## config.mk

```make
export PLATFORM = sky130hd
export DESIGN_NAME = text_chunk_splitter_unit
export DESIGN_NICKNAME = d
export VERILOG_FILES = /design/src/rtl/tcs_pkg.sv /design/src/rtl/tcs_front.sv /design/src/rtl/tcs_queue.sv /design/src/rtl/tcs_back.sv /design/src/rtl/text_chunk_splitter_unit.sv
export SDC_FILE = /design/constraint.sdc
export NUM_CORES = 1
export LEC_CHECK = 0
export CORE_MARGIN = 5
export CORE_UTILIZATION = 50
export DETAILED_ROUTE_END_ITERATION = 16
export DONT_BUFFER_PORTS = 1
export PLACE_DENSITY = 0.74
export SETUP_SLACK_MARGIN = 0.1
export SLEW_MARGIN = 10
export SYNTH_ARGS = -nofsm -noshare
export SYNTH_HDL_FRONTEND = slang
export SYNTH_HIERARCHICAL = 1
export SYNTH_SLANG_ARGS = --single-unit
```

## constraint.sdc

```tcl
create_clock -name clk -period 8.59 [get_ports clk]
set_clock_uncertainty 0.2 [all_clocks]
set_input_delay 0.4295 -clock clk [delete_from_list [all_inputs] [get_ports clk]]
set_output_delay 0.4295 -clock clk [all_outputs]
set_load 0.02 [all_outputs]
```

## src/rtl/tcs_pkg.sv

```systemverilog
// Shared types, constants and decode helpers for the text chunk splitter.
// No dependencies; used by tcs_front, tcs_queue, tcs_back and the top level.
package tcs_pkg;

  localparam int OFS_W  = 17;
  localparam int CODE_W = 21;
  localparam int QDEPTH = 4;
  localparam int QPTR_W = $clog2(QDEPTH);

  localparam logic [OFS_W-1:0] BUF_BYTES = OFS_W'(65536);

  // chunk_type codes
  localparam logic [2:0] CT_BYTE = 3'd0;
  localparam logic [2:0] CT_CHAR = 3'd1;
  localparam logic [2:0] CT_ITEM = 3'd2;
  localparam logic [2:0] CT_LINE = 3'd3;
  localparam logic [2:0] CT_WORD = 3'd4;

  // configuration register indexes
  localparam logic [1:0] REG_CHUNK_TYPE = 2'd0;
  localparam logic [1:0] REG_ITEM_DELIM = 2'd1;

  localparam logic [CODE_W-1:0] DELIM_RESET = CODE_W'(44);

  localparam logic [7:0] LEAD4_TAG = 8'h1e;
  localparam logic [7:0] LEAD3_TAG = 8'h0e;
  localparam logic [7:0] LEAD2_TAG = 8'h06;
  localparam logic [7:0] LEAD4_MASK = 8'hf0;
  localparam logic [7:0] LEAD3_MASK = 8'he0;
  localparam logic [7:0] LEAD2_MASK = 8'hc0;
  localparam logic [7:0] CONT_MASK  = 8'h80;

  localparam logic [7:0] CH_LF = 8'h0a;
  localparam logic [7:0] CH_CR = 8'h0d;
  localparam logic [7:0] CH_TAB = 8'h09;
  localparam logic [7:0] CH_SP = 8'h20;

  typedef struct packed {
    logic [OFS_W-1:0] off;
    logic [OFS_W-1:0] len;
    logic [OFS_W-1:0] rs;
    logic [OFS_W-1:0] re;
  } res_t;

  // one queue entry: the results of one item, one or two of them
  typedef struct packed {
    logic two;
    res_t r0;
    res_t r1;
  } entry_t;

  typedef struct packed {
    logic full;
    logic empty;
  } q_stat_t;

  typedef struct packed {
    logic [OFS_W-1:0]  byte_offset;
    logic [OFS_W-1:0]  char_count;
    logic [OFS_W-1:0]  chunk_start;
    logic [OFS_W-1:0]  sequence_start;
    logic [1:0]        bytes_remaining;
    logic [CODE_W-1:0] code_accum;
    logic              in_word;
    logic              seen_first;
  } bstate_t;

  typedef struct packed {
    bstate_t st;
    logic    emit;
    res_t    r;
  } cd_t;

  // continuation bytes that follow a lead byte
  function automatic logic [1:0] lead_rem(logic [7:0] b);
    logic [1:0] rem;
    rem = 2'd0;
    if ((b >> 3) == LEAD4_TAG) rem = 2'd3;
    else if ((b >> 4) == LEAD3_TAG) rem = 2'd2;
    else if ((b >> 5) == LEAD2_TAG) rem = 2'd1;
    return rem;
  endfunction

  function automatic logic [7:0] lead_mask(logic [1:0] rem);
    logic [7:0] m;
    case (rem)
      2'd3: m = LEAD4_MASK;
      2'd2: m = LEAD3_MASK;
      2'd1: m = LEAD2_MASK;
      default: m = 8'h00;
    endcase
    return m;
  endfunction

  function automatic logic is_space(logic [CODE_W-1:0] c);
    return c == {13'b0, CH_SP} || c == {13'b0, CH_TAB} ||
           c == {13'b0, CH_CR} || c == {13'b0, CH_LF};
  endfunction

  // character finished at byte_offset; trunc marks one cut off by the buffer end
  function automatic cd_t char_done(bstate_t s, logic trunc, logic [2:0] ct,
                                    logic [CODE_W-1:0] dlm);
    cd_t o;
    logic delim;
    logic ws;
    o.st = s;
    o.emit = 1'b0;
    o.r = '0;
    o.st.char_count = s.char_count + OFS_W'(1);
    if (ct == CT_ITEM) delim = (s.code_accum == dlm);
    else delim = (s.code_accum == {13'b0, CH_LF}) || (s.code_accum == {13'b0, CH_CR});
    ws = !trunc && is_space(s.code_accum);
    case (ct)
      CT_CHAR: begin
        o.emit = 1'b1;
        o.r = '{off: s.sequence_start, len: s.byte_offset - s.sequence_start,
                rs: o.st.char_count, re: o.st.char_count};
      end
      CT_ITEM, CT_LINE: begin
        if (!trunc && delim) begin
          o.emit = 1'b1;
          o.r = '{off: s.chunk_start, len: s.sequence_start - s.chunk_start,
                  rs: s.chunk_start, re: s.sequence_start};
          o.st.chunk_start = s.byte_offset;
        end
      end
      CT_WORD: begin
        if (!s.seen_first) begin
          o.st.seen_first = 1'b1;
          o.st.in_word = !ws;
        end else if (ws && s.in_word) begin
          o.st.in_word = 1'b0;
          o.emit = 1'b1;
          o.r = '{off: s.chunk_start, len: s.sequence_start - s.chunk_start,
                  rs: s.chunk_start, re: s.sequence_start};
        end else if (!ws && !s.in_word) begin
          o.st.in_word = 1'b1;
          o.st.chunk_start = s.sequence_start;
        end
      end
      default: ;
    endcase
    return o;
  endfunction

endpackage

```

## src/rtl/tcs_front.sv

```systemverilog
// Front end: configuration registers, byte decode and chunk bookkeeping.
// Each accepted item pushes at most one entry of up to two results. Uses tcs_pkg.
module tcs_front import tcs_pkg::*; (
  input  logic              clk,
  input  logic              rst,
  input  logic              in_valid,
  output logic              in_ready,
  input  logic [7:0]        byte_value,
  input  logic              has_byte,
  input  logic              last_byte,
  input  logic              cfg_write,
  input  logic [1:0]        cfg_index,
  input  logic [CODE_W-1:0] cfg_data,
  input  q_stat_t           q_stat,
  output logic              push,
  output entry_t            push_entry
);

  logic [2:0]        chunk_type;
  logic [CODE_W-1:0] item_delimiter;
  bstate_t           st;
  bstate_t           st_next;

  logic [OFS_W-1:0] pos;
  logic [1:0]       rem;
  logic [1:0]       n;
  logic             take;
  logic             done;
  cd_t              cd_byte;
  cd_t              cd_trunc;
  res_t             rl [2];

  assign in_ready = !q_stat.full;

  always_comb begin
    st_next = st;
    n = 2'd0;
    rl[0] = '0;
    rl[1] = '0;
    pos = st.byte_offset;
    rem = 2'd0;
    done = 1'b0;
    cd_byte = '0;
    cd_trunc = '0;
    take = has_byte && (st.byte_offset < BUF_BYTES);
    if (take) begin
      st_next.byte_offset = pos + OFS_W'(1);
      if (chunk_type == CT_BYTE) begin
        rl[0] = '{off: pos, len: OFS_W'(1), rs: pos, re: pos};
        n = 2'd1;
      end
      if (st.bytes_remaining == 2'd0) begin
        rem = lead_rem(byte_value);
        st_next.sequence_start = pos;
        st_next.code_accum = {13'b0, byte_value ^ lead_mask(rem)};
        st_next.bytes_remaining = rem;
        done = (rem == 2'd0);
      end else begin
        st_next.code_accum = (st.code_accum << 6) | {13'b0, byte_value ^ CONT_MASK};
        st_next.bytes_remaining = st.bytes_remaining - 2'd1;
        done = (st_next.bytes_remaining == 2'd0);
      end
      if (done) begin
        cd_byte = char_done(st_next, 1'b0, chunk_type, item_delimiter);
        st_next = cd_byte.st;
        if (cd_byte.emit) begin
          rl[n[0]] = cd_byte.r;
          n = n + 2'd1;
        end
      end
    end
    if (last_byte) begin
      if (st_next.bytes_remaining != 2'd0) begin
        st_next.bytes_remaining = 2'd0;
        cd_trunc = char_done(st_next, 1'b1, chunk_type, item_delimiter);
        st_next = cd_trunc.st;
        if (cd_trunc.emit) begin
          rl[n[0]] = cd_trunc.r;
          n = n + 2'd1;
        end
      end
      if (chunk_type == CT_ITEM || chunk_type == CT_LINE ||
          (chunk_type == CT_WORD && (!st_next.seen_first || st_next.in_word))) begin
        rl[n[0]] = '{off: st_next.chunk_start,
                     len: st_next.byte_offset - st_next.chunk_start,
                     rs: st_next.chunk_start, re: st_next.byte_offset};
        n = n + 2'd1;
      end
      st_next = '0;
    end
  end

  assign push = in_valid && in_ready && (n != 2'd0);
  assign push_entry = '{two: n == 2'd2, r0: rl[0], r1: rl[1]};

  always_ff @(posedge clk) begin
    if (rst) begin
      st <= '0;
    end else if (in_valid && in_ready) begin
      st <= st_next;
    end
  end

  always_ff @(posedge clk) begin
    if (rst) begin
      chunk_type <= CT_BYTE;
      item_delimiter <= DELIM_RESET;
    end else if (cfg_write) begin
      case (cfg_index)
        REG_CHUNK_TYPE: chunk_type <= cfg_data[2:0];
        REG_ITEM_DELIM: item_delimiter <= cfg_data;
        default: ;
      endcase
    end
  end

endmodule

```

## src/rtl/tcs_queue.sv

```systemverilog
// Short entry queue between front and back end.
// Holds per-item result groups; uses tcs_pkg.
module tcs_queue import tcs_pkg::*; (
  input  logic    clk,
  input  logic    rst,
  input  logic    push,
  input  entry_t  push_entry,
  input  logic    pop,
  output entry_t  head,
  output q_stat_t q_stat
);

  entry_t            mem [QDEPTH];
  logic [QPTR_W-1:0] wr_ptr;
  logic [QPTR_W-1:0] rd_ptr;
  logic [QPTR_W:0]   count;

  assign q_stat.full  = (count == (QPTR_W + 1)'(QDEPTH));
  assign q_stat.empty = (count == '0);
  assign head = mem[rd_ptr];

  always_ff @(posedge clk) begin
    if (push) begin
      mem[wr_ptr] <= push_entry;
    end
  end

  always_ff @(posedge clk) begin
    if (rst) begin
      wr_ptr <= '0;
      rd_ptr <= '0;
      count <= '0;
    end else begin
      if (push) wr_ptr <= wr_ptr + QPTR_W'(1);
      if (pop) rd_ptr <= rd_ptr + QPTR_W'(1);
      if (push && !pop) count <= count + (QPTR_W + 1)'(1);
      else if (pop && !push) count <= count - (QPTR_W + 1)'(1);
    end
  end

endmodule

```

## src/rtl/tcs_back.sv

```systemverilog
// Back end: plays out the queue head one result per ready cycle and
// marks the last result of each item. Uses tcs_pkg.
module tcs_back import tcs_pkg::*; (
  input  logic             clk,
  input  logic             rst,
  input  entry_t           head,
  input  q_stat_t          q_stat,
  output logic             pop,
  output logic             out_valid,
  input  logic             out_ready,
  output logic [OFS_W-1:0] chunk_offset,
  output logic [OFS_W-1:0] chunk_length,
  output logic [OFS_W-1:0] report_start,
  output logic [OFS_W-1:0] report_end,
  output logic             last_result
);

  logic sub;   // second result of the head entry is on the port
  logic sub_next;
  res_t cur;

  assign out_valid = !q_stat.empty;
  assign cur = sub ? head.r1 : head.r0;
  assign last_result = sub || !head.two;
  assign chunk_offset = cur.off;
  assign chunk_length = cur.len;
  assign report_start = cur.rs;
  assign report_end = cur.re;
  assign pop = out_valid && out_ready && last_result;

  always_comb begin
    sub_next = sub;
    if (out_valid && out_ready) sub_next = !last_result;
  end

  always_ff @(posedge clk) begin
    if (rst) begin
      sub <= 1'b0;
    end else begin
      sub <= sub_next;
    end
  end

endmodule

```

## src/rtl/text_chunk_splitter_unit.sv

```systemverilog
// Text chunk splitter, top level: front end, entry queue and back end.
// Depends on tcs_pkg, tcs_front, tcs_queue, tcs_back.
//
// Usage: bytes of a UTF-8 buffer enter on in_valid/in_ready with has_byte and
// last_byte; chunks leave on out_valid/out_ready, one item per result, with
// last_result on the final result of each input item. An input item with
// last_byte closes the buffer and clears the offsets for the next one.
// chunk_type and item_delimiter are written over cfg_write/cfg_index/cfg_data
// while no buffer item is in flight.
//
// Throughput: one input item per cycle while in_ready is high. The front end
// decodes each byte and updates all counters in the cycle it is accepted. Each
// result is one output transfer, so an item that yields two results (a
// delimiter and the final chunk) holds the output for both of them.
// Results are registered in the entry queue and presented from its head.
// A four-entry queue between front and back lets the sender keep going while
// the receiver stalls; in_ready drops only when the queue is full.
// Reset (rst, synchronous) empties the queue, clears all buffer state and
// restores chunk_type to byte mode and item_delimiter to a comma.
module text_chunk_splitter_unit import tcs_pkg::*; (
  input  logic              clk,
  input  logic              rst,
  input  logic              in_valid,
  output logic              in_ready,
  input  logic [7:0]        byte_value,
  input  logic              has_byte,
  input  logic              last_byte,
  output logic              out_valid,
  input  logic              out_ready,
  output logic [OFS_W-1:0]  chunk_offset,
  output logic [OFS_W-1:0]  chunk_length,
  output logic [OFS_W-1:0]  report_start,
  output logic [OFS_W-1:0]  report_end,
  output logic              last_result,
  input  logic              cfg_write,
  input  logic [1:0]        cfg_index,
  input  logic [CODE_W-1:0] cfg_data
);

  q_stat_t q_stat;
  logic    push;
  logic    pop;
  entry_t  push_entry;
  entry_t  head;

  tcs_front u_front (
    .clk        (clk),
    .rst        (rst),
    .in_valid   (in_valid),
    .in_ready   (in_ready),
    .byte_value (byte_value),
    .has_byte   (has_byte),
    .last_byte  (last_byte),
    .cfg_write  (cfg_write),
    .cfg_index  (cfg_index),
    .cfg_data   (cfg_data),
    .q_stat     (q_stat),
    .push       (push),
    .push_entry (push_entry)
  );

  tcs_queue u_queue (
    .clk        (clk),
    .rst        (rst),
    .push       (push),
    .push_entry (push_entry),
    .pop        (pop),
    .head       (head),
    .q_stat     (q_stat)
  );

  tcs_back u_back (
    .clk          (clk),
    .rst          (rst),
    .head         (head),
    .q_stat       (q_stat),
    .pop          (pop),
    .out_valid    (out_valid),
    .out_ready    (out_ready),
    .chunk_offset (chunk_offset),
    .chunk_length (chunk_length),
    .report_start (report_start),
    .report_end   (report_end),
    .last_result  (last_result)
  );

  a_no_push_full: assert property (@(posedge clk) disable iff (rst)
    push |-> !q_stat.full)
    else $error("queue push while full");

  a_no_pop_empty: assert property (@(posedge clk) disable iff (rst)
    pop |-> !q_stat.empty)
    else $error("queue pop while empty");

  // the first of two results is always followed by its partner
  a_pair_follows: assert property (@(posedge clk) disable iff (rst)
    out_valid && out_ready && !last_result |=> out_valid)
    else $error("second result of an item missing");

endmodule

```

==> metrics.csv <==
metric,value,unit
via_per_inst,6.63,
finalSetupTns,0,ns
drtIter0Drc,3208,
postRouteAntennaNets,0,
drive_gt1_frac,0.156,
gp_congestion,1.07,
synthCells,2824,
grt_pass1_vias,24700,
final-hold-violation-count,0,
grt_remaining_overflow,0,
use_met1,0.410,
r2r_cells,16,
fillers,5491,
fmax,0.133,GHz
min_period,7.51,ns
port-buffer-count,0,
crit_fanout,65,
insertion_delay,0.63,ns
nets,2951,
clockBufferDepth,3,
antenna_found_initial,3,
worstHoldStart,last_byte,
final_max_slew_viol_count,0,
synth_edf_count,548,
die_w,272,um
cp.required,8.66,ns
synthArstFlopShare,0,
hpwl,80500,um
h-tree-depth,3,
grt_max_degree,121,
routed_wl,117000,um
numCtsBuffers,72,
die_h,272,um
grt_use_total,0.310,
grt_first_pass_wirelength,169000,um
r2r_slack,1.08,ns
cap_violations,0,
tightest_slew,1.27,ns
wl_per_cell,30.9,um
irDropWorstVdd,188,uV
rsz0062_at_grt,false,
yosysTopAreaCellShare,0.479,
p_leak,12.4,nW
core_region_area,68300,sq um
cts_resized,0,
worstReg2RegEnd,u_queue/mem[0][133]$_DFFE_PP_,
die_area,74000,sq um
drc,0,
grt_busiest_layer,met2,
ys.flop_type,edfxtp_1,
cp-end-kind,flip-flop,
post-cts-setup-buffers,0,
postSynthAreaPerCell,12.2,sq um
power.total,8.34,mW
worst_hold_path.endpoint,u_queue/mem[0][72]$_DFFE_PP_,
synth_top_area_cell,edfxtp_1,
ys_warn_count,6,
cts-root-buf,clkbuf_16,
synth_seq_cells,669,
gr-usage-met3,0.0877,
path_clk_slew,0.06,ns
timing.slew.headroom,0.145,
area_delta_synth_final,11.3,%
synth_cell_type_count,91,
io_pins,109,
setup_viol,0,
hold_buffers,36,
hold-path-cell-count,1,
syn-num-nets,2940,
fin_crit_sh,0.874,
cts_tree,done,
power.density,218,nW/um^2
run_status,finished clean,
path_class,flip-flop to flip-flop,
start_kind,flip-flop,
hp-class,primary input to flip-flop,
drt-pass1-iter-count,6,
start_util,0.502,
reg2reg_from,u_front/st[24]$_SDFFE_PP0P_,
vias,25000,
fin_hold_ws,0.0508,ns
synth_area_leaders,"edfxtp_1 (48%), mux4_2 (9.0%), dfxtp_1 (7.1%)",
yosysSeqAreaShare,0.550,
cp.arrival,7.58,ns
rows,96,
cts_sinks,669,
met2_usage,0.484,
synthesis.area,34300,sq um
==> routing by layer <==
layer / vias up / share of wire
li1: 10800 / -
met1: 12400 / 0.39
met2: 1499 / 0.45
met3: 341 / 0.11
met4: 4 / 0.051
met5: - / 0.00020
==> worst max-delay path by stage <==
stage	start	endpoint	slack [ns]	cells after the start
floorplan	byte_value[3]	u_queue/mem[0][0]$_DFFE_PP_	0.13	19
global placement	u_front/st[24]$_SDFFE_PP0P_	u_queue/mem[1][84]$_DFFE_PP_	1.43	16
detailed placement	u_front/st[24]$_SDFFE_PP0P_	u_queue/mem[3][117]$_DFFE_PP_	1.27	19
CTS	u_front/st[24]$_SDFFE_PP0P_	u_queue/mem[2][117]$_DFFE_PP_	1.23	19
global route	u_front/st[24]$_SDFFE_PP0P_	u_queue/mem[2][117]$_DFFE_PP_	0.73	19
finish	u_front/st[24]$_SDFFE_PP0P_	u_queue/mem[0][133]$_DFFE_PP_	1.08	16
==> logic make-up after synthesis <==
family | synth area share
simple gates | 0.0989
xor+xnor | 0.0357
mux | 0.124
buf+inv | 0.0323
fa+ha+maj | 0.0295
compound gates | 0.130
flops | 0.550
==> power breakdown <==
group / internal [mW] / leakage, nW / total, mW / switching, mW
combinational: 0.627 / 5.38 / 1.50 / 0.871
sequential: 3.65 / 5.85 / 3.77 / 0.123
clock: 1.78 / 1.12 / 3.07 / 1.30
==> worst max-delay path, stage by stage (launching register included) <==
cell and delay [ns]:
dfxtp_1 0.71, or2_1 0.45, a21oi_2 0.13, a221o_1 0.37, or4_1 0.53, or4_1 0.75, a21oi_4 0.37, nor2_4 0.25
nand2_1 0.14, ha_1 0.23, mux2i_1 0.22, o21ai_1 0.36, nand3_2 0.21, nor2_1 0.06, nor3_1 0.85, and2_4 0.74
buf_12 0.40
==> cell usage in the layout (no fill, tap or decap), drive strengths merged, types with 83 or more instances in the layout <==
cell type  netlist  final
mux4           137    137
a21oi          197    197
nor2           286    286
o21ai          145    145
clkbuf         127    100
edfxtp         548    548
xnor2           83     83
dfxtp          121    121
nand2          203    203
buf             54     84
==> flip-flops by register name, summed over array words and instances, names as in the netlist, named ones only <==
register,cells
u_back/sub,1
u_front/chunk_type,3
u_front/item_delimiter,21
u_front/pos,17
u_front/st,70
u_queue/count,3
u_queue/mem,548
u_queue/rd_ptr,2
u_queue/wr_ptr,2
==> area by class of cell <==
cell class / count / area [sq um] / area share
antenna: 1 / 2.50 / 0.0000655
tap: 882 / 1100 / 0.0289
clock inverter: 32 / 339 / 0.00888
multi-input combinational: 1897 / 14400 / 0.378
inverter: 77 / 289 / 0.00757
clock buffer: 100 / 2010 / 0.0526
timing repair buffer: 118 / 1120 / 0.0292
sequential: 669 / 18900 / 0.495
==> cells in the mapped netlist (all sizes together) (23+ instances only) <==
cell	instances
nor3	62
a21oi	197
a22oi	66
edfxtp	548
a21o	26
nor2b	25
mux2	79
buf	54
a31oi	39
o21ai	145
nand3	32
nor2	286
mux4	137
dfxtp	121
clkbuf	127
xnor2	83
ha	73
inv	77
o22ai	65
nand2	203
xor2	57
mux2i	23
==> per-stage QoR <==
step	std cells	worst slack, ns	utilization	instance area (sq um)
3_5_place_dp	3607	1.27	0.519	35500
5_1_grt	3775	0.726	0.559	38200
6_report	3776	1.08	0.559	38200
2_1_floorplan	2824	0.129	-	34300
4_1_cts	3775	1.23	0.559	38200
3_3_place_gp	3607	1.43	0.519	35500
(Power assumes the default switching activity.)
